<file path="src/rtl/ep0dr_pkg.sv">
// ----------------------------------------------------------------------------
// ep0dr_pkg
// Types, descriptor ROM contents and command words shared by the EP0
// descriptor responder.
// ----------------------------------------------------------------------------
package ep0dr_pkg;

	localparam logic [15:0] BCD_RESET = 16'h0110;

	// descriptor selector codes
	localparam logic [2:0] DESC_DEVICE = 3'd0;
	localparam logic [2:0] DESC_CONFIG = 3'd1;
	localparam logic [2:0] DESC_LANGID = 3'd2;
	localparam logic [2:0] DESC_PRODUCT = 3'd3;
	localparam logic [2:0] DESC_MANUF = 3'd4;
	localparam logic [2:0] DESC_REPORT = 3'd5;
	localparam logic [2:0] DESC_NUM = 3'd6;
	localparam logic [2:0] SEL_NONE = 3'd7;

	localparam int DESC_COUNT = 6;

	// packet id codes
	localparam logic [1:0] PID_SETUP = 2'd0;
	localparam logic [1:0] PID_IN = 2'd2;

	// {wValue, bRequest, bmRequestType} of each GetDescriptor request
	localparam logic [31:0] DESC_CMD [DESC_COUNT] = '{
		32'h01000680, 32'h02000680, 32'h03000680,
		32'h03020680, 32'h03010680, 32'h22000681
	};

	localparam logic [6:0] DESC_LEN [DESC_COUNT] = '{
		7'd18, 7'd34, 7'd4, 7'd40, 7'd10, 7'd65
	};

	localparam logic [7:0] ROM_DEV [18] = '{
		8'h12, 8'h01, 8'h10, 8'h01, 8'h00, 8'h00, 8'h00, 8'h08,
		8'h00, 8'h00, 8'h01, 8'h00, 8'h06, 8'h03, 8'h01, 8'h02,
		8'h00, 8'h01
	};

	localparam logic [7:0] ROM_CFG [34] = '{
		8'h09, 8'h02, 8'h22, 8'h00, 8'h01, 8'h01, 8'h00, 8'ha0,
		8'h23, 8'h09, 8'h04, 8'h00, 8'h00, 8'h01, 8'h03, 8'h01,
		8'h01, 8'h00, 8'h09, 8'h21, 8'h10, 8'h01, 8'h00, 8'h01,
		8'h22, 8'h41, 8'h00, 8'h07, 8'h05, 8'h81, 8'h03, 8'h08,
		8'h00, 8'h0a
	};

	localparam logic [7:0] ROM_LANG [4] = '{
		8'h04, 8'h03, 8'h09, 8'h04
	};

	localparam logic [7:0] ROM_PROD [40] = '{
		8'h28, 8'h03, 8'h42, 8'h00, 8'h69, 8'h00, 8'h74, 8'h00,
		8'h56, 8'h00, 8'h69, 8'h00, 8'h73, 8'h00, 8'h6f, 8'h00,
		8'h72, 8'h00, 8'h20, 8'h00, 8'h55, 8'h00, 8'h53, 8'h00,
		8'h42, 8'h00, 8'h20, 8'h00, 8'h44, 8'h00, 8'h65, 8'h00,
		8'h76, 8'h00, 8'h69, 8'h00, 8'h63, 8'h00, 8'h65, 8'h00
	};

	localparam logic [7:0] ROM_MANUF [10] = '{
		8'h0a, 8'h03, 8'h49, 8'h00, 8'h47, 8'h00, 8'h45, 8'h00,
		8'h4c, 8'h00
	};

	localparam logic [7:0] ROM_REPORT [65] = '{
		8'h05, 8'h01, 8'h09, 8'h06, 8'ha1, 8'h01, 8'h05, 8'h07,
		8'h19, 8'he0, 8'h29, 8'he7, 8'h15, 8'h00, 8'h25, 8'h01,
		8'h75, 8'h01, 8'h95, 8'h08, 8'h81, 8'h02, 8'h95, 8'h01,
		8'h75, 8'h08, 8'h81, 8'h01, 8'h95, 8'h03, 8'h75, 8'h01,
		8'h05, 8'h08, 8'h19, 8'h01, 8'h29, 8'h03, 8'h91, 8'h02,
		8'h95, 8'h01, 8'h75, 8'h05, 8'h91, 8'h01, 8'h95, 8'h06,
		8'h75, 8'h08, 8'h15, 8'h00, 8'h26, 8'hff, 8'h00, 8'h05,
		8'h07, 8'h19, 8'h00, 8'h2a, 8'hff, 8'h00, 8'h81, 8'h00,
		8'hc0
	};

	typedef enum logic [1:0] {
		JOB_SETUP,
		JOB_ACK,
		JOB_IN
	} job_kind_t;

	typedef struct packed {
		job_kind_t  kind;
		logic [6:0] buflen;    // td_length saturated to the buffer limit
		logic [2:0] sel;       // matched descriptor, SEL_NONE if no match
		logic [6:0] setup_len; // min(wLength, descriptor length)
	} job_t;

	function automatic logic [7:0] rom_byte(input logic [2:0] sel,
			input logic [6:0] pos, input logic [15:0] bcd);
		logic [7:0] b;
		b = 8'h00;
		case (sel)
			DESC_DEVICE: begin
				if (pos == 7'd2)
					b = bcd[7:0];
				else if (pos == 7'd3)
					b = bcd[15:8];
				else if (pos < 7'd18)
					b = ROM_DEV[pos[4:0]];
			end
			DESC_CONFIG: begin
				if (pos < 7'd34)
					b = ROM_CFG[pos[5:0]];
			end
			DESC_LANGID: begin
				if (pos < 7'd4)
					b = ROM_LANG[pos[1:0]];
			end
			DESC_PRODUCT: begin
				if (pos < 7'd40)
					b = ROM_PROD[pos[5:0]];
			end
			DESC_MANUF: begin
				if (pos < 7'd10)
					b = ROM_MANUF[pos[3:0]];
			end
			DESC_REPORT: begin
				if (pos < 7'd65)
					b = ROM_REPORT[pos];
			end
			default: b = 8'h00;
		endcase
		return b;
	endfunction

endpackage

</file>
<file path="src/rtl/ep0dr_if.sv">
// ----------------------------------------------------------------------------
// ep0dr_req_if / ep0dr_rsp_if
// Valid/ready channels for transfer requests and per-byte results.
// ----------------------------------------------------------------------------
interface ep0dr_req_if;
	logic        valid;
	logic        ready;
	logic [1:0]  packet_id;
	logic [6:0]  td_length;
	logic [7:0]  request_type;
	logic [7:0]  request_code;
	logic [15:0] request_value;
	logic [15:0] requested_length;

	modport source(output valid, packet_id, td_length, request_type, request_code,
		request_value, requested_length, input ready);
	modport sink(input valid, packet_id, td_length, request_type, request_code,
		request_value, requested_length, output ready);
endinterface

interface ep0dr_rsp_if;
	logic       valid;
	logic       ready;
	logic [7:0] data_byte;
	logic       byte_valid;
	logic [6:0] reply_length;
	logic       reply_status;
	logic       last;

	modport source(output valid, data_byte, byte_valid, reply_length, reply_status,
		last, input ready);
	modport sink(input valid, data_byte, byte_valid, reply_length, reply_status,
		last, output ready);
endinterface

</file>
<file path="src/rtl/usb_ep0_descriptor_responder_core.sv">
// A request reaches the job queue on acceptance; its first result is
// registered in the cycle after the engine pops it, except an IN with data,
// which enters the stream state and streams one byte per cycle from the
// descriptor ROM while rsp.ready allows; no new job is popped until it ends.
// Reset (arst_n low): no descriptor selected, offset and bytes left zero,
// job queue empty, bcdUSB register back to 0x0110. No clearing pass.
// ----------------------------------------------------------------------------
// usb_ep0_descriptor_responder_core
// Control endpoint 0 that answers GetDescriptor with fixed ROM descriptors.
// ----------------------------------------------------------------------------
module usb_ep0_descriptor_responder_core import ep0dr_pkg::*; #(
	parameter int MAX_TD_BYTES = 64
) (
	input  logic        clk,
	input  logic        arst_n,
	ep0dr_req_if.sink   req,
	ep0dr_rsp_if.source rsp,
	input  logic        cfg_we,
	input  logic [15:0] cfg_wdata
);

	logic [15:0] bcd_q;
	logic        q_full;
	logic        push;
	job_t        push_job;
	logic        job_valid;
	logic        job_pop;
	job_t        job;

	always_ff @(posedge clk or negedge arst_n) begin
		if (!arst_n)
			bcd_q <= BCD_RESET;
		else if (cfg_we)
			bcd_q <= cfg_wdata;
	end

	ep0dr_front #(
		.MAX_TD_BYTES(MAX_TD_BYTES)
	) u_front (
		.req     (req),
		.q_full  (q_full),
		.push    (push),
		.push_job(push_job)
	);

	ep0dr_job_fifo u_fifo (
		.clk      (clk),
		.arst_n   (arst_n),
		.push     (push),
		.push_job (push_job),
		.full     (q_full),
		.pop      (job_pop),
		.pop_valid(job_valid),
		.pop_job  (job)
	);

	ep0dr_back u_back (
		.clk      (clk),
		.arst_n   (arst_n),
		.bcd      (bcd_q),
		.job_valid(job_valid),
		.job      (job),
		.job_pop  (job_pop),
		.rsp      (rsp)
	);

endmodule

</file>
<file path="src/rtl/ep0dr_front.sv">
// ----------------------------------------------------------------------------
// ep0dr_front
// Accepts requests, saturates the buffer length and matches setup commands
// against the descriptor table; pushes one job per request.
// ----------------------------------------------------------------------------
module ep0dr_front import ep0dr_pkg::*; #(
	parameter int MAX_TD_BYTES = 64
) (
	ep0dr_req_if.sink req,
	input  logic      q_full,
	output logic      push,
	output job_t      push_job
);

	localparam logic [6:0] MAX_TD = 7'(MAX_TD_BYTES);

	logic [31:0] cmd;
	logic [6:0]  buflen;

	assign req.ready = !q_full;
	assign push      = req.valid && !q_full;

	assign cmd    = {req.request_value, req.request_code, req.request_type};
	assign buflen = (req.td_length > MAX_TD) ? MAX_TD : req.td_length;

	always_comb begin
		push_job.buflen    = buflen;
		push_job.sel       = SEL_NONE;
		push_job.setup_len = 7'd0;
		case (req.packet_id)
			PID_SETUP: push_job.kind = JOB_SETUP;
			PID_IN:    push_job.kind = JOB_IN;
			default:   push_job.kind = JOB_ACK;
		endcase
		for (int i = 0; i < DESC_COUNT; i++) begin
			if (cmd == DESC_CMD[i]) begin
				push_job.sel = 3'(i);
				push_job.setup_len = (req.requested_length < {9'd0, DESC_LEN[i]}) ?
					req.requested_length[6:0] : DESC_LEN[i];
			end
		end
	end

endmodule

</file>
<file path="src/rtl/ep0dr_job_fifo.sv">
// ----------------------------------------------------------------------------
// ep0dr_job_fifo
// Two-entry job queue between the classifier and the reply engine.
// ----------------------------------------------------------------------------
module ep0dr_job_fifo import ep0dr_pkg::*; (
	input  logic clk,
	input  logic arst_n,
	input  logic push,
	input  job_t push_job,
	output logic full,
	input  logic pop,
	output logic pop_valid,
	output job_t pop_job
);

	job_t       mem_q [2];
	logic [1:0] count_q;
	logic       wr_ptr_q;
	logic       rd_ptr_q;
	logic       do_push;
	logic       do_pop;

	assign full      = (count_q == 2'd2);
	assign pop_valid = (count_q != 2'd0);
	assign pop_job   = mem_q[rd_ptr_q];
	assign do_push   = push && !full;
	assign do_pop    = pop && pop_valid;

	always_ff @(posedge clk) begin
		if (do_push)
			mem_q[wr_ptr_q] <= push_job;
	end

	always_ff @(posedge clk or negedge arst_n) begin
		if (!arst_n) begin
			count_q  <= 2'd0;
			wr_ptr_q <= 1'b0;
			rd_ptr_q <= 1'b0;
		end else begin
			if (do_push)
				wr_ptr_q <= !wr_ptr_q;
			if (do_pop)
				rd_ptr_q <= !rd_ptr_q;
			case ({do_push, do_pop})
				2'b10:   count_q <= count_q + 2'd1;
				2'b01:   count_q <= count_q - 2'd1;
				default: count_q <= count_q;
			endcase
		end
	end

endmodule

</file>
<file path="src/rtl/ep0dr_back.sv">
// ----------------------------------------------------------------------------
// ep0dr_back
// Reply engine: owns the selected descriptor, offset and bytes left, and
// streams descriptor bytes into the result register, one per unstalled cycle.
// ----------------------------------------------------------------------------
module ep0dr_back import ep0dr_pkg::*; (
	input  logic        clk,
	input  logic        arst_n,
	input  logic [15:0] bcd,
	input  logic        job_valid,
	input  job_t        job,
	output logic        job_pop,
	ep0dr_rsp_if.source rsp
);

	typedef enum logic [1:0] {
		ST_IDLE   = 2'b01,
		ST_STREAM = 2'b10
	} state_t;

	state_t     st_q;
	logic [2:0] sel_q;
	logic [6:0] offset_q;
	logic [6:0] left_q;
	logic [6:0] cnt_q;
	logic [6:0] nlen_q;
	logic       short_q;
	logic       rsp_valid_q;
	logic [7:0] data_q;
	logic       bvalid_q;
	logic [6:0] len_q;
	logic       status_q;
	logic       last_q;

	logic       out_load;
	logic       in_nodata;
	logic       in_start;
	logic       stream_emit;
	logic       emit;
	logic [6:0] n_in;

	assign out_load = !rsp_valid_q || rsp.ready;
	assign job_pop  = (st_q == ST_IDLE) && job_valid && out_load;

	// an IN with nothing to send still gets a zero-length result
	assign in_nodata = (sel_q >= DESC_NUM) || (left_q == 7'd0) || (job.buflen == 7'd0);
	assign in_start  = job_pop && (job.kind == JOB_IN) && !in_nodata;
	assign n_in      = (job.buflen < left_q) ? job.buflen : left_q;

	assign stream_emit = (st_q == ST_STREAM) && out_load;
	assign emit        = (job_pop && !in_start) || stream_emit;

	always_ff @(posedge clk or negedge arst_n) begin
		if (!arst_n) begin
			st_q        <= ST_IDLE;
			sel_q       <= SEL_NONE;
			offset_q    <= 7'd0;
			left_q      <= 7'd0;
			cnt_q       <= 7'd0;
			rsp_valid_q <= 1'b0;
		end else begin
			if (emit)
				rsp_valid_q <= 1'b1;
			else if (rsp.ready)
				rsp_valid_q <= 1'b0;
			case (st_q)
				ST_IDLE: begin
					if (job_pop && job.kind == JOB_SETUP) begin
						sel_q    <= job.sel;
						offset_q <= 7'd0;
						left_q   <= job.setup_len;
					end
					if (in_start) begin
						cnt_q <= n_in;
						st_q  <= ST_STREAM;
					end
				end
				ST_STREAM: begin
					if (out_load) begin
						offset_q <= offset_q + 7'd1;
						left_q   <= left_q - 7'd1;
						cnt_q    <= cnt_q - 7'd1;
						if (cnt_q == 7'd1)
							st_q <= ST_IDLE;
					end
				end
				default: st_q <= ST_IDLE;
			endcase
		end
	end

	always_ff @(posedge clk) begin
		if (in_start) begin
			nlen_q  <= n_in;
			short_q <= (n_in < job.buflen);
		end
		if (stream_emit) begin
			data_q   <= rom_byte(sel_q, offset_q, bcd);
			bvalid_q <= 1'b1;
			len_q    <= nlen_q;
			status_q <= short_q;
			last_q   <= (cnt_q == 7'd1);
		end else if (emit) begin
			data_q   <= 8'h00;
			bvalid_q <= 1'b0;
			last_q   <= 1'b1;
			if (job.kind == JOB_IN) begin
				len_q    <= 7'd0;
				status_q <= (job.buflen != 7'd0);
			end else begin
				len_q    <= job.buflen;
				status_q <= 1'b0;
			end
		end
	end

	assign rsp.valid        = rsp_valid_q;
	assign rsp.data_byte    = data_q;
	assign rsp.byte_valid   = bvalid_q;
	assign rsp.reply_length = len_q;
	assign rsp.reply_status = status_q;
	assign rsp.last         = last_q;

endmodule

</file>
<file path="src/flat_wrapper.sv">
// flat-port wrapper written by rule: the top's interface ports become plain ports
module usb_ep0_descriptor_responder_core_flat import ep0dr_pkg::*;
#(
	parameter int MAX_TD_BYTES = 64
)
  (clk, arst_n, cfg_we, cfg_wdata, req_valid, req_packet_id, req_td_length, req_request_type, req_request_code, req_request_value, req_requested_length, req_ready, rsp_valid, rsp_data_byte, rsp_byte_valid, rsp_reply_length, rsp_reply_status, rsp_last, rsp_ready);
  ep0dr_req_if req_i ();
  ep0dr_rsp_if rsp_i ();
  input  logic clk;
  input  logic arst_n;
  input  logic cfg_we;
  input  logic [15:0] cfg_wdata;
  input wire logic [$bits(req_i.valid)-1:0] req_valid;
  input wire logic [$bits(req_i.packet_id)-1:0] req_packet_id;
  input wire logic [$bits(req_i.td_length)-1:0] req_td_length;
  input wire logic [$bits(req_i.request_type)-1:0] req_request_type;
  input wire logic [$bits(req_i.request_code)-1:0] req_request_code;
  input wire logic [$bits(req_i.request_value)-1:0] req_request_value;
  input wire logic [$bits(req_i.requested_length)-1:0] req_requested_length;
  output wire logic [$bits(req_i.ready)-1:0] req_ready;
  output wire logic [$bits(rsp_i.valid)-1:0] rsp_valid;
  output wire logic [$bits(rsp_i.data_byte)-1:0] rsp_data_byte;
  output wire logic [$bits(rsp_i.byte_valid)-1:0] rsp_byte_valid;
  output wire logic [$bits(rsp_i.reply_length)-1:0] rsp_reply_length;
  output wire logic [$bits(rsp_i.reply_status)-1:0] rsp_reply_status;
  output wire logic [$bits(rsp_i.last)-1:0] rsp_last;
  input wire logic [$bits(rsp_i.ready)-1:0] rsp_ready;
  assign req_i.valid = req_valid;
  assign req_i.packet_id = req_packet_id;
  assign req_i.td_length = req_td_length;
  assign req_i.request_type = req_request_type;
  assign req_i.request_code = req_request_code;
  assign req_i.request_value = req_request_value;
  assign req_i.requested_length = req_requested_length;
  assign req_ready = req_i.ready;
  assign rsp_valid = rsp_i.valid;
  assign rsp_data_byte = rsp_i.data_byte;
  assign rsp_byte_valid = rsp_i.byte_valid;
  assign rsp_reply_length = rsp_i.reply_length;
  assign rsp_reply_status = rsp_i.reply_status;
  assign rsp_last = rsp_i.last;
  assign rsp_i.ready = rsp_ready;
  usb_ep0_descriptor_responder_core #(.MAX_TD_BYTES(MAX_TD_BYTES)) u_core (.clk(clk), .arst_n(arst_n), .req(req_i), .rsp(rsp_i), .cfg_we(cfg_we), .cfg_wdata(cfg_wdata));
endmodule
</file>
<file path="config.mk">
export PLATFORM = sky130hd
export DESIGN_NAME = usb_ep0_descriptor_responder_core_flat
export DESIGN_NICKNAME = d
export VERILOG_FILES = /design/src/rtl/ep0dr_pkg.sv /design/src/rtl/ep0dr_if.sv /design/src/rtl/usb_ep0_descriptor_responder_core.sv /design/src/rtl/ep0dr_front.sv /design/src/rtl/ep0dr_job_fifo.sv /design/src/rtl/ep0dr_back.sv /design/src/flat_wrapper.sv
export SDC_FILE = /design/constraint.sdc
export NUM_CORES = 1
export LEC_CHECK = 0
export ABC_AREA = 0
export BUFFER_PORTS_ARGS = -buffer_cell sky130_fd_sc_hd__buf_2
export CAP_MARGIN = 20
export CORE_MARGIN = 2
export CORE_UTILIZATION = 50
export DETAILED_ROUTE_END_ITERATION = 6
export GPL_ROUTABILITY_DRIVEN = 0
export PLACE_DENSITY = 0.71
export SYNTH_ARGS = -nofsm -noshare
export SYNTH_HDL_FRONTEND = slang
export SYNTH_HIERARCHICAL = 1
export SYNTH_SLANG_ARGS = --single-unit
</file>
<file path="constraint.sdc">
create_clock -name clk -period 8.1 [get_ports clk]
set_input_delay 0 -clock clk [delete_from_list [all_inputs] [get_ports clk]]
set_output_delay 0 -clock clk [all_outputs]
set_load 0.05 [all_outputs]
</file>
* Word-level counts from Yosys, hierarchy flattened
Memory sizes are Yosys's and may differ from the RTL's.
Cells that the tools add are included.
** Word-level totals
- ROM bits :: 2432
- Logic and storage cells :: 179
- Input bits :: 78
- Bits in registers :: 73
- Memories :: 6
- Output and inout port bits :: 20
- Bits in writable memories :: 38
** Cells by class
- Mux-type cells :: 65
- Reduce and logical (&&, ||, !) cells :: 35
- $add $sub $neg :: 5
- Bitwise gates (word level) :: 5
- Order comparisons :: 21
- Equal/unequal tests :: 25
** Memories
- (name not given) :: words 128, bits a word 8, rd ports 1, clocked after Yosys merged registers in 0, wr ports 0, line ep0dr_pkg.sv:123 : b = ROM_REPORT[pos];
- (name not given) :: words 64, bits a word 8, rd ports 1, clocked after Yosys merged registers in 0, wr ports 0, line ep0dr_pkg.sv:115 : b = ROM_PROD[pos[5:0]];
- (name not given) :: words 64, bits a word 8, rd ports 1, clocked after Yosys merged registers in 0, wr ports 0, line ep0dr_pkg.sv:107 : b = ROM_CFG[pos[5:0]];
- (name not given) :: words 32, bits a word 8, rd ports 1, clocked after Yosys merged registers in 0, wr ports 0, line ep0dr_pkg.sv:103 : b = ROM_DEV[pos[4:0]];
- (name not given) :: words 16, bits a word 8, rd ports 1, clocked after Yosys merged registers in 0, wr ports 0, line ep0dr_pkg.sv:119 : b = ROM_MANUF[pos[3:0]];
- u_core.u_fifo.mem_q :: words 2, bits a word 19, rd ports 1, clocked after Yosys merged registers in 0, wr ports 1, line ep0dr_job_fifo.sv:16 : job_t mem_q [2];
** Operators with widths (number)
- $mux W8 :: 22
- $eq A32 B26 Y1 const B :: 4
- $mux W7 :: 17
- $mux W10 :: 6
- $pmux W8 S6 :: 1
- $pmux W7 S2 :: 3
- $eq A32 B25 Y1 const B :: 1
- $eq A32 B30 Y1 const B :: 1
- $lt A16 B6 Y1 const B :: 2
- $bmux W8 S2 :: 1
- $lt A16 B3 Y1 const B :: 1
- $lt A16 B4 Y1 const B :: 1
- $lt A16 B5 Y1 const B :: 1
- $lt A16 B7 Y1 const B :: 1
- $eq A7 B2 Y1 const B :: 2
- $logic_not A7 Y1 :: 2
- $lt A7 B6 Y1 const B :: 2
- $lt A7 B7 Y1 :: 2
- $sub A7 B1 Y7 const B :: 2
- $pmux W2 S2 :: 3
- $eq A2 B2 Y1 const B :: 5
- $logic_and A1 B1 Y1 :: 10
- $reduce_bool A2 Y1 :: 5
- $mux W1 :: 9
- other kinds (33) :: 52

* Longest topological paths before layout
Gate-level depths: netlist of run 1.
- Depth in word-level cells :: 10
- Gate-level depth with buffers :: 13
- Mapped depth without buffers :: 12

* Modules after synthesis
Netlist of run 1, hierarchy kept.
** Modules (own cells, without submodules)
- ep0dr_back :: cells an instance 588, area an instance 4655.7 um2, times used 1, sequential area each 1451.4 um2
- ep0dr_job_fifo :: cells an instance 77, area an instance 1564.0 um2, times used 1, sequential area each 1241.2 um2
- ep0dr_front :: cells an instance 103, area an instance 705.7 um2, times used 1, sequential area each 0.0 um2
- usb_ep0_descriptor_responder_core :: cells an instance 34, area an instance 651.9 um2, times used 1, sequential area each 402.9 um2

* Least setup slack after synthesis of run 1
OpenSTA, ideal clock, no wires.
- Kind :: register -> register
- Start :: register u_core.u_fifo.rd_ptr_q
- End :: register u_core.u_back.short_q, data pin
- Setup time :: 0.132 ns
- Path buffers :: 1
- Path slack :: 5.051 ns
- Arrival :: 2.918 ns
- Data required time :: 7.968 ns
- Clock period less this slack :: 3.049 ns
- Cell stages (with the launch flop) :: 14
- Cells stage by stage :: dfrtp_1 > buf_2 > mux2_2 > ha_1 > a21o_1 > a31oi_1 > o21ai_1 > a21oi_4 > mux2i_1 > ha_1 > a21oi_1 > nor2b_1 > o21ai_0 > o311a_1
** RTL lines
- start, declared :: line ep0dr_job_fifo.sv:19 : logic rd_ptr_q;
- start signal, assigned :: line ep0dr_job_fifo.sv:43 : rd_ptr_q <= !rd_ptr_q;
- end signal, assigned :: line ep0dr_back.sv:95 : short_q <= (n_in < job.buflen);
- end, declared :: line ep0dr_back.sv:27 : logic short_q;

==> results of run 1 <==
cells by family (layout without fill, tap and decap cells):
group / after synthesis / after routing / synth area share (%)
XOR/XNOR: 13 / 13 / 1.503
AO/OA/AOI/OAI: 219 / 219 / 19.44
AND/OR/NAND/NOR: 305 / 305 / 21.60
adder cells (fa/ha/maj): 27 / 27 / 4.458
buffers and inverters: 82 / 175 / 5.102
multiplexers: 45 / 45 / 7.051
flip-flops: 111 / 111 / 40.85
final cells by class:
class                      instances  area, sq um
inverter                          30        112.6
sequential                       111         3097
clock buffer                       9        225.2
clock inverter                     7        87.58
fill                            1260         6018
tap                              184        230.2
multi-input combinational        609         4095
timing repair buffer             129        778.2
final timing paths:
| check | to | slack [ps] | depth (start not counted) |
|---|---|---|---|
| max | u_core/u_back/short_q | 4730 | 12 |
| min | u_core/u_fifo/mem_q[0][12] | 20 | 2 |
| max reg2reg | u_core/u_back/short_q | 4730 | 12 |
| min reg2reg | u_core/u_back/rsp.byte_valid | 480 | 2 |
| max in group asynchronous | u_core/u_back/offset_q[3] | 7380 | 3 |
| min in group asynchronous | u_core/bcd_q[5] | 270 | 3 |
placed cells by master, fill, tap and decap left out, types with 6 or more instances in the layout:
cell / count
o21a_1: 7
mux2_2: 27
dfrtp_1: 40
nor2_1: 62
buf_4: 9
o22ai_1: 10
dfstp_2: 6
nand3_1: 33
nor3_1: 20
nor2b_1: 19
buf_2: 98
inv_1: 30
edfxtp_1: 63
or3_1: 8
ha_1: 27
o211ai_1: 6
nand2b_1: 16
a22oi_1: 6
nand2_1: 88
mux2i_1: 8
o21ai_0: 49
dlygate4sd3_1: 22
mux2_4: 10
a221oi_1: 9
a31oi_1: 13
a211oi_1: 14
a21oi_1: 51
clkbuf_16: 9
xnor2_1: 10
nand4_1: 6
nor4_1: 9
metrics by stage:
step	hold slack, ps	area, sq um	cells	util [%]
after global routing	30.83	8626	1079	58.90
final	20.92	8626	1079	58.90
after detailed placement	132.3	8093	1041	55.26
after global placement	127.4	8088	1040	55.23
after CTS	2.066	8626	1079	58.90
after floorplan	-295.6	7577	802	-
state kept, by name, indices dropped and copies added (netlist names):
name and flops:
u_core/u_back/st_q 2, u_core/u_back/rsp.valid 1, u_core/u_back/rsp.reply_status 1, u_core/u_back/short_q 1, u_core/u_fifo/count_q 2, u_core/u_back/rsp.byte_valid 1, u_core/u_back/offset_q 7, u_core/u_fifo/wr_ptr_q 1
u_core/u_fifo/rd_ptr_q 1, u_core/u_back/sel_q 3, u_core/u_back/rsp.reply_length 7, u_core/u_back/nlen_q 7, u_core/bcd_q 16, u_core/u_back/rsp.last 1, u_core/u_back/cnt_q 7, u_core/u_fifo/mem_q 38
u_core/u_back/left_q 7, u_core/u_back/rsp.data_byte 8
where the power goes:
group | switching [mW] | total (mW) | internal (mW)
combinational | 0.881 | 1.35 | 0.465
clock | 0.221 | 0.467 | 0.246
sequential | 0.111 | 0.949 | 0.838
total | 1.21 | 2.76 | 1.55
routing by layer:
| layer | share of wire [%] | vias up |
|---|---|---|
| met2 | 44 | 435 |
| met5 | 0 | - |
| met1 | 43 | 3157 |
| li1 | - | 3169 |
| met4 | 3.1 | 0 |
| met3 | 9.9 | 66 |
timing repair:
| action | in CTS | in global routing |
|---|---|---|
| buffers inserted | 0 | 0 |
| hold buffers | 22 | 0 |
| endpoints found under the hold margin | 67 | 0 |
| resized for setup | 0 | 0 |
==> flow_summary.yaml, run 1 <==
global_routing:
  grt_util_met3_pct: 4.983
  use_met2_pct: 38.58
  first_global_vias: 6269
  overflow: 0
  antenna_found_initial: 1
  grt-busiest-layer: "met2"
  grt_usage_pct: 25.05
  grt_max_degree: 78
  met1_usage_pct: 34.82
  grt_pass1_wl_um: 32460
sta:
  maxSlewHeadroom_pct: 29.05
  finalCritPeriodShare_pct: 41.60
  finalSetupTns_ps: 0
  clock.fmax_mhz: 296.8
  skew_ps: 11.38
  hold_violations: 0
  timing.final.ws_setup_ps: 4731
  slew_violations: 0
  setup_viol: 0
  max_slew.worst_pin.slew_ps: 1064
  fin_crit_ps: 3369
  rsz0062_at_grt: "false"
logic_synthesis:
  syn_nets: 907
  netlist_area_sq_um: 7577
  yosysMostFrequentCell: "nand2_1"
  synth-seq-area-share_pct: 40.85
  yosysWarnings: 6
  ys_types: 86
  async_reset_ff_share_pct: 42.34
  avgSynthCellArea_sq_um: 9.448
  synth_seq_cells: 111
  synth_area_leaders: "edfxtp_1 25%, dfrtp_1 14%, ha_1 4.5%"
  synth_ff_type: "edfxtp_1"
  synth_top_area_share_pct: 24.97
  netlist_instances: 802
  yosysTopAreaCell: "edfxtp_1"
  synth_common_cells: "88 x nand2_1, 63 x edfxtp_1, 62 x nor2_1"
  synth_edf_count: 63
clock_tree:
  clkTransAtPathRegs_ps: 80
  cts_root_buf: "clkbuf_16"
  cts_buffers: 9
  htreeDepth: 3
  cts.sinks: 111
  cts_tree: "done"
  clkLatencyLatePin_ps: 350
  clockBufferDepth: 2
floorplanning:
  dieHeight_um: 127.1
  core_sq_um: 14640
  rows: 44
  dieArea_sq_um: 16160
  die_w_um: 127.1
  initial_utilization_pct: 51.74
  io_pins: 98
power_and_ir_drop:
  p_leak_nw: 3.423
  vdd_drop_max_uv: 191.9
  finalPower_mw: 2.762
  p_per_area_nw_per_um2: 320.2
critical_path:
  crit_top_cell: "ha_1"
  r2r-start: "u_core/u_fifo/rd_ptr_q"
  worstPathArrival_ps: 3590
  cpLargestDelayFamily: "compound AO/OA/AOI/OAI gates"
  path_class: "flop to flop"
  start_kind: "flop"
  cp_cell_sequence: "mux2_2 -> ha_1 -> a21o_1 -> a31oi_1 -> o21ai_1 -> a21oi_4 -> mux2i_1 -> ha_1 -> a21oi_1 -> nor2b_1 -> o21ai_0 -> o311a_1"
  path_buf_inv: 0
  end_kind: "flop"
  cpPeakStageDelay_ps: 480
  cpMaxStageDelayCell: "dfrtp_1"
  cp_max_fo: 8
  startpoint: "u_core/u_fifo/rd_ptr_q"
  crit_required_ps: 8320
detailed_routing:
  num_vias: 6827
  drt_first_pass_iters: 7
  wl_per_cell_um: 18.92
  routed_wl_um: 20410
  drt_iter0_markers: 1043
  drc: 2
  vias_per_cell: 6.327
  drtAntennaViolNets: 0
min_path:
  min-delay-start: "req_td_length[2]"
  hold_path.class: "primary input to flop"
placed_design:
  pre_cts_ws_ps: 4806
  io_buffers: 97
  hpwl_um: 14200
status:
  status: "complete, but fails checks"
  violations: "design-rule violations"
cells_and_area:
  areaGrowthSynthToFinish_pct: 13.84
  drive_gt1_share_pct: 22.12
  final_nets: 995
  antenna_cells: 0
job:
  max_cap_viol_count: 0
Note: power is estimated with default switching activity, not from simulation.
==> inputs of run 2 (changes only) <==
clock period = 3.37 ns   (was 8.1 ns; I/O delays follow)
==> run 2 against run 1 <==
The run now ends clean. Largest power group unchanged. Design area is 2.6% higher. Wire length hardly changed. Clock power is 120% higher. Global-route usage is 0.090 points higher. Register-to-register slack worse by 4600 ps. Via count is 0.16% higher.
==> flow_summary.yaml, run 2 (same netlist as run 1, synthesis figures left out) <==
sta:
  maxSlewHeadroom_pct: 39.09
  hold_violations: 0
  rsz0062_at_grt: "false"
  fin_crit_ps: 3212
  skew_ps: 14.63
  finalSetupTns_ps: 0
  finalCritPeriodShare_pct: 95.32
  clock.fmax_mhz: 311.3
  setup_viol: 0
  max_slew.worst_pin.slew_ps: 913.7
  slew_violations: 0
cells_and_area:
  largest_register_ffs: 38
  filler_cell_count: 1251
  areaGrowthSynthToFinish_pct: 16.79
  antenna_cells: 0
  drive_gt1_share_pct: 24.46
  final_nets: 1024
  final_cell_mix: "97 x buf_2, 88 x nand2_1, 63 x edfxtp_1"
  layout_commonest_cell: "buf_2"
  largest_register: "u_core/u_fifo/mem_q"
critical_path:
  cpPeakStageDelay_ps: 440
  r2r_end: "u_core/u_back/short_q"
  cp_max_fo: 6
  cp_num_cells: 12
  rrSetupSlack_ps: 160
  start_kind: "flop"
  r2r-start: "u_core/u_fifo/rd_ptr_q"
  cpLargestDelayFamily: "compound AO/OA/AOI/OAI gates"
  path_buf_inv: 2
  path_class: "flop to flop"
  cp_cell_sequence: "buf_4 -> mux2_2 -> ha_1 -> a21o_1 -> a21oi_1 -> o21ai_1 -> a21oi_4 -> buf_4 -> mux2i_1 -> ha_1 -> nand4_1 -> o311a_1"
  end_kind: "flop"
  crit_required_ps: 3480
  worstPathArrival_ps: 3320
  worstSetupEndpoint: "u_core/u_back/short_q"
  rr_worst_depth: 12
  startpoint: "u_core/u_fifo/rd_ptr_q"
  cpMaxStageDelayCell: "dfrtp_2"
global_routing:
  overflow: 0
  first_global_vias: 6215
  grt_usage_pct: 25.14
  grt_pass1_wl_um: 32590
  antenna_found_initial: 0
  grt_util_met3_pct: 3.559
  grt-busiest-layer: "met2"
  grt_max_degree: 41
  use_met2_pct: 37.98
  met1_usage_pct: 36.86
floorplanning:
  die_w_um: 127.1
  dieHeight_um: 127.1
  rows: 44
  core_sq_um: 14640
  io_pins: 98
  initial_utilization_pct: 51.74
  dieArea_sq_um: 16160
detailed_routing:
  drt_iter0_markers: 907
  drt_first_pass_iters: 6
  num_vias: 6838
  drc: 0
  vias_per_cell: 6.171
  drtAntennaViolNets: 0
  routed_wl_um: 20420
  wl_per_cell_um: 18.43
power_and_ir_drop:
  vdd_drop_max_uv: 397.6
  swShare_pct: 43.45
  p_seq_share_pct: 33.2
  combPwrFrac_pct: 51.3
  clkPwrFrac_pct: 15.5
  p_sw_mw: 2.950
  p_leak_nw: 3.559
  intPower_mw: 3.840
  finalPower_mw: 6.790
  p_per_area_nw_per_um2: 767.2
clock_tree:
  cts_buffers: 9
  cts_tree: "done"
  htreeDepth: 3
  cts.sinks: 111
  clkLatencyLatePin_ps: 350
  clockBufferDepth: 2
  clkTransAtPathRegs_ps: 80
  cts_root_buf: "clkbuf_16"
min_path:
  hold_path.class: "primary input to flop"
placed_design:
  io_buffers: 97
  hpwl_um: 14500
job:
  max_cap_viol_count: 0
status:
  status: "completed"
## run 2: cell types whose count changed in the layout (fill, tap and decap cells not counted), sizes merged
cell         previous run  this run
buf                   107       134
dlygate4sd3            22        24
inv                    32        34
bufinv                  1         0
clkinvlp                1         0
## run 2: how the worst min path moves through the flow
stage | cells after the start | end | slack (ps) | startpoint
6_report | 2 | u_core/u_fifo/mem_q[1][10] | 20 | req_td_length[0]
3_5_place_dp | 1 | u_core/bcd_q[10] | 100 | arst_n
4_1_cts | 2 | u_core/u_fifo/mem_q[0][10] | 10 | req_td_length[0]
2_1_floorplan | 0 | u_core/bcd_q[0] | -300 | arst_n
5_1_grt | 2 | u_core/u_fifo/mem_q[1][0] | 30 | req_requested_length[0]
3_3_place_gp | 1 | u_core/bcd_q[5] | 90 | arst_n
## run 2: power by group through the flow
stage | logic, mW | clock network, mW | registers, mW
detailed placement | 3.34 | 0 | 2.27
finish | 3.49 | 1.05 | 2.25
CTS | 3.38 | 1.08 | 2.25
floorplan | 2.05 | 0 | 2.58
global route | 3.79 | 1.12 | 2.30
global placement | 3.30 | 0 | 2.26
## run 2: metal layers
metal,up-vias,wire length [um]
li1,3224,-
met1,3187,9165
met2,375,9112
met3,52,1602
met4,0,535
met5,-,0
## run 2: what timing repair did
action,CTS,global route
setup buffers,0,3
hold endpoints to repair,55,0
endpoints found under the setup margin,0,1
hold buffers,24,0
resized for setup,0,1
## run 2: area by class of cell
cell class,count,area (sq um),area share [%]
tap,184,230.2,2.601
multi-input combinational,609,4095,46.27
inverter,30,112.6,1.272
clock inverter,7,72.57,0.8200
sequential,111,3098,35.01
clock buffer,9,225.2,2.545
timing repair buffer,158,1016,11.48
## run 2: per-stage QoR
stage	std cells	setup WS (ps)	utilization, %	area (sq um)	hold WS, ps
after floorplan	802	320.6	-	7577	-295.6
after detailed placement	1065	124.8	56.60	8288	97.69
after global placement	1065	172.4	56.60	8288	88.24
final	1108	157.7	60.43	8850	19.56
after global routing	1108	44.23	60.43	8850	29.16
after CTS	1105	99.97	60.27	8826	14.06
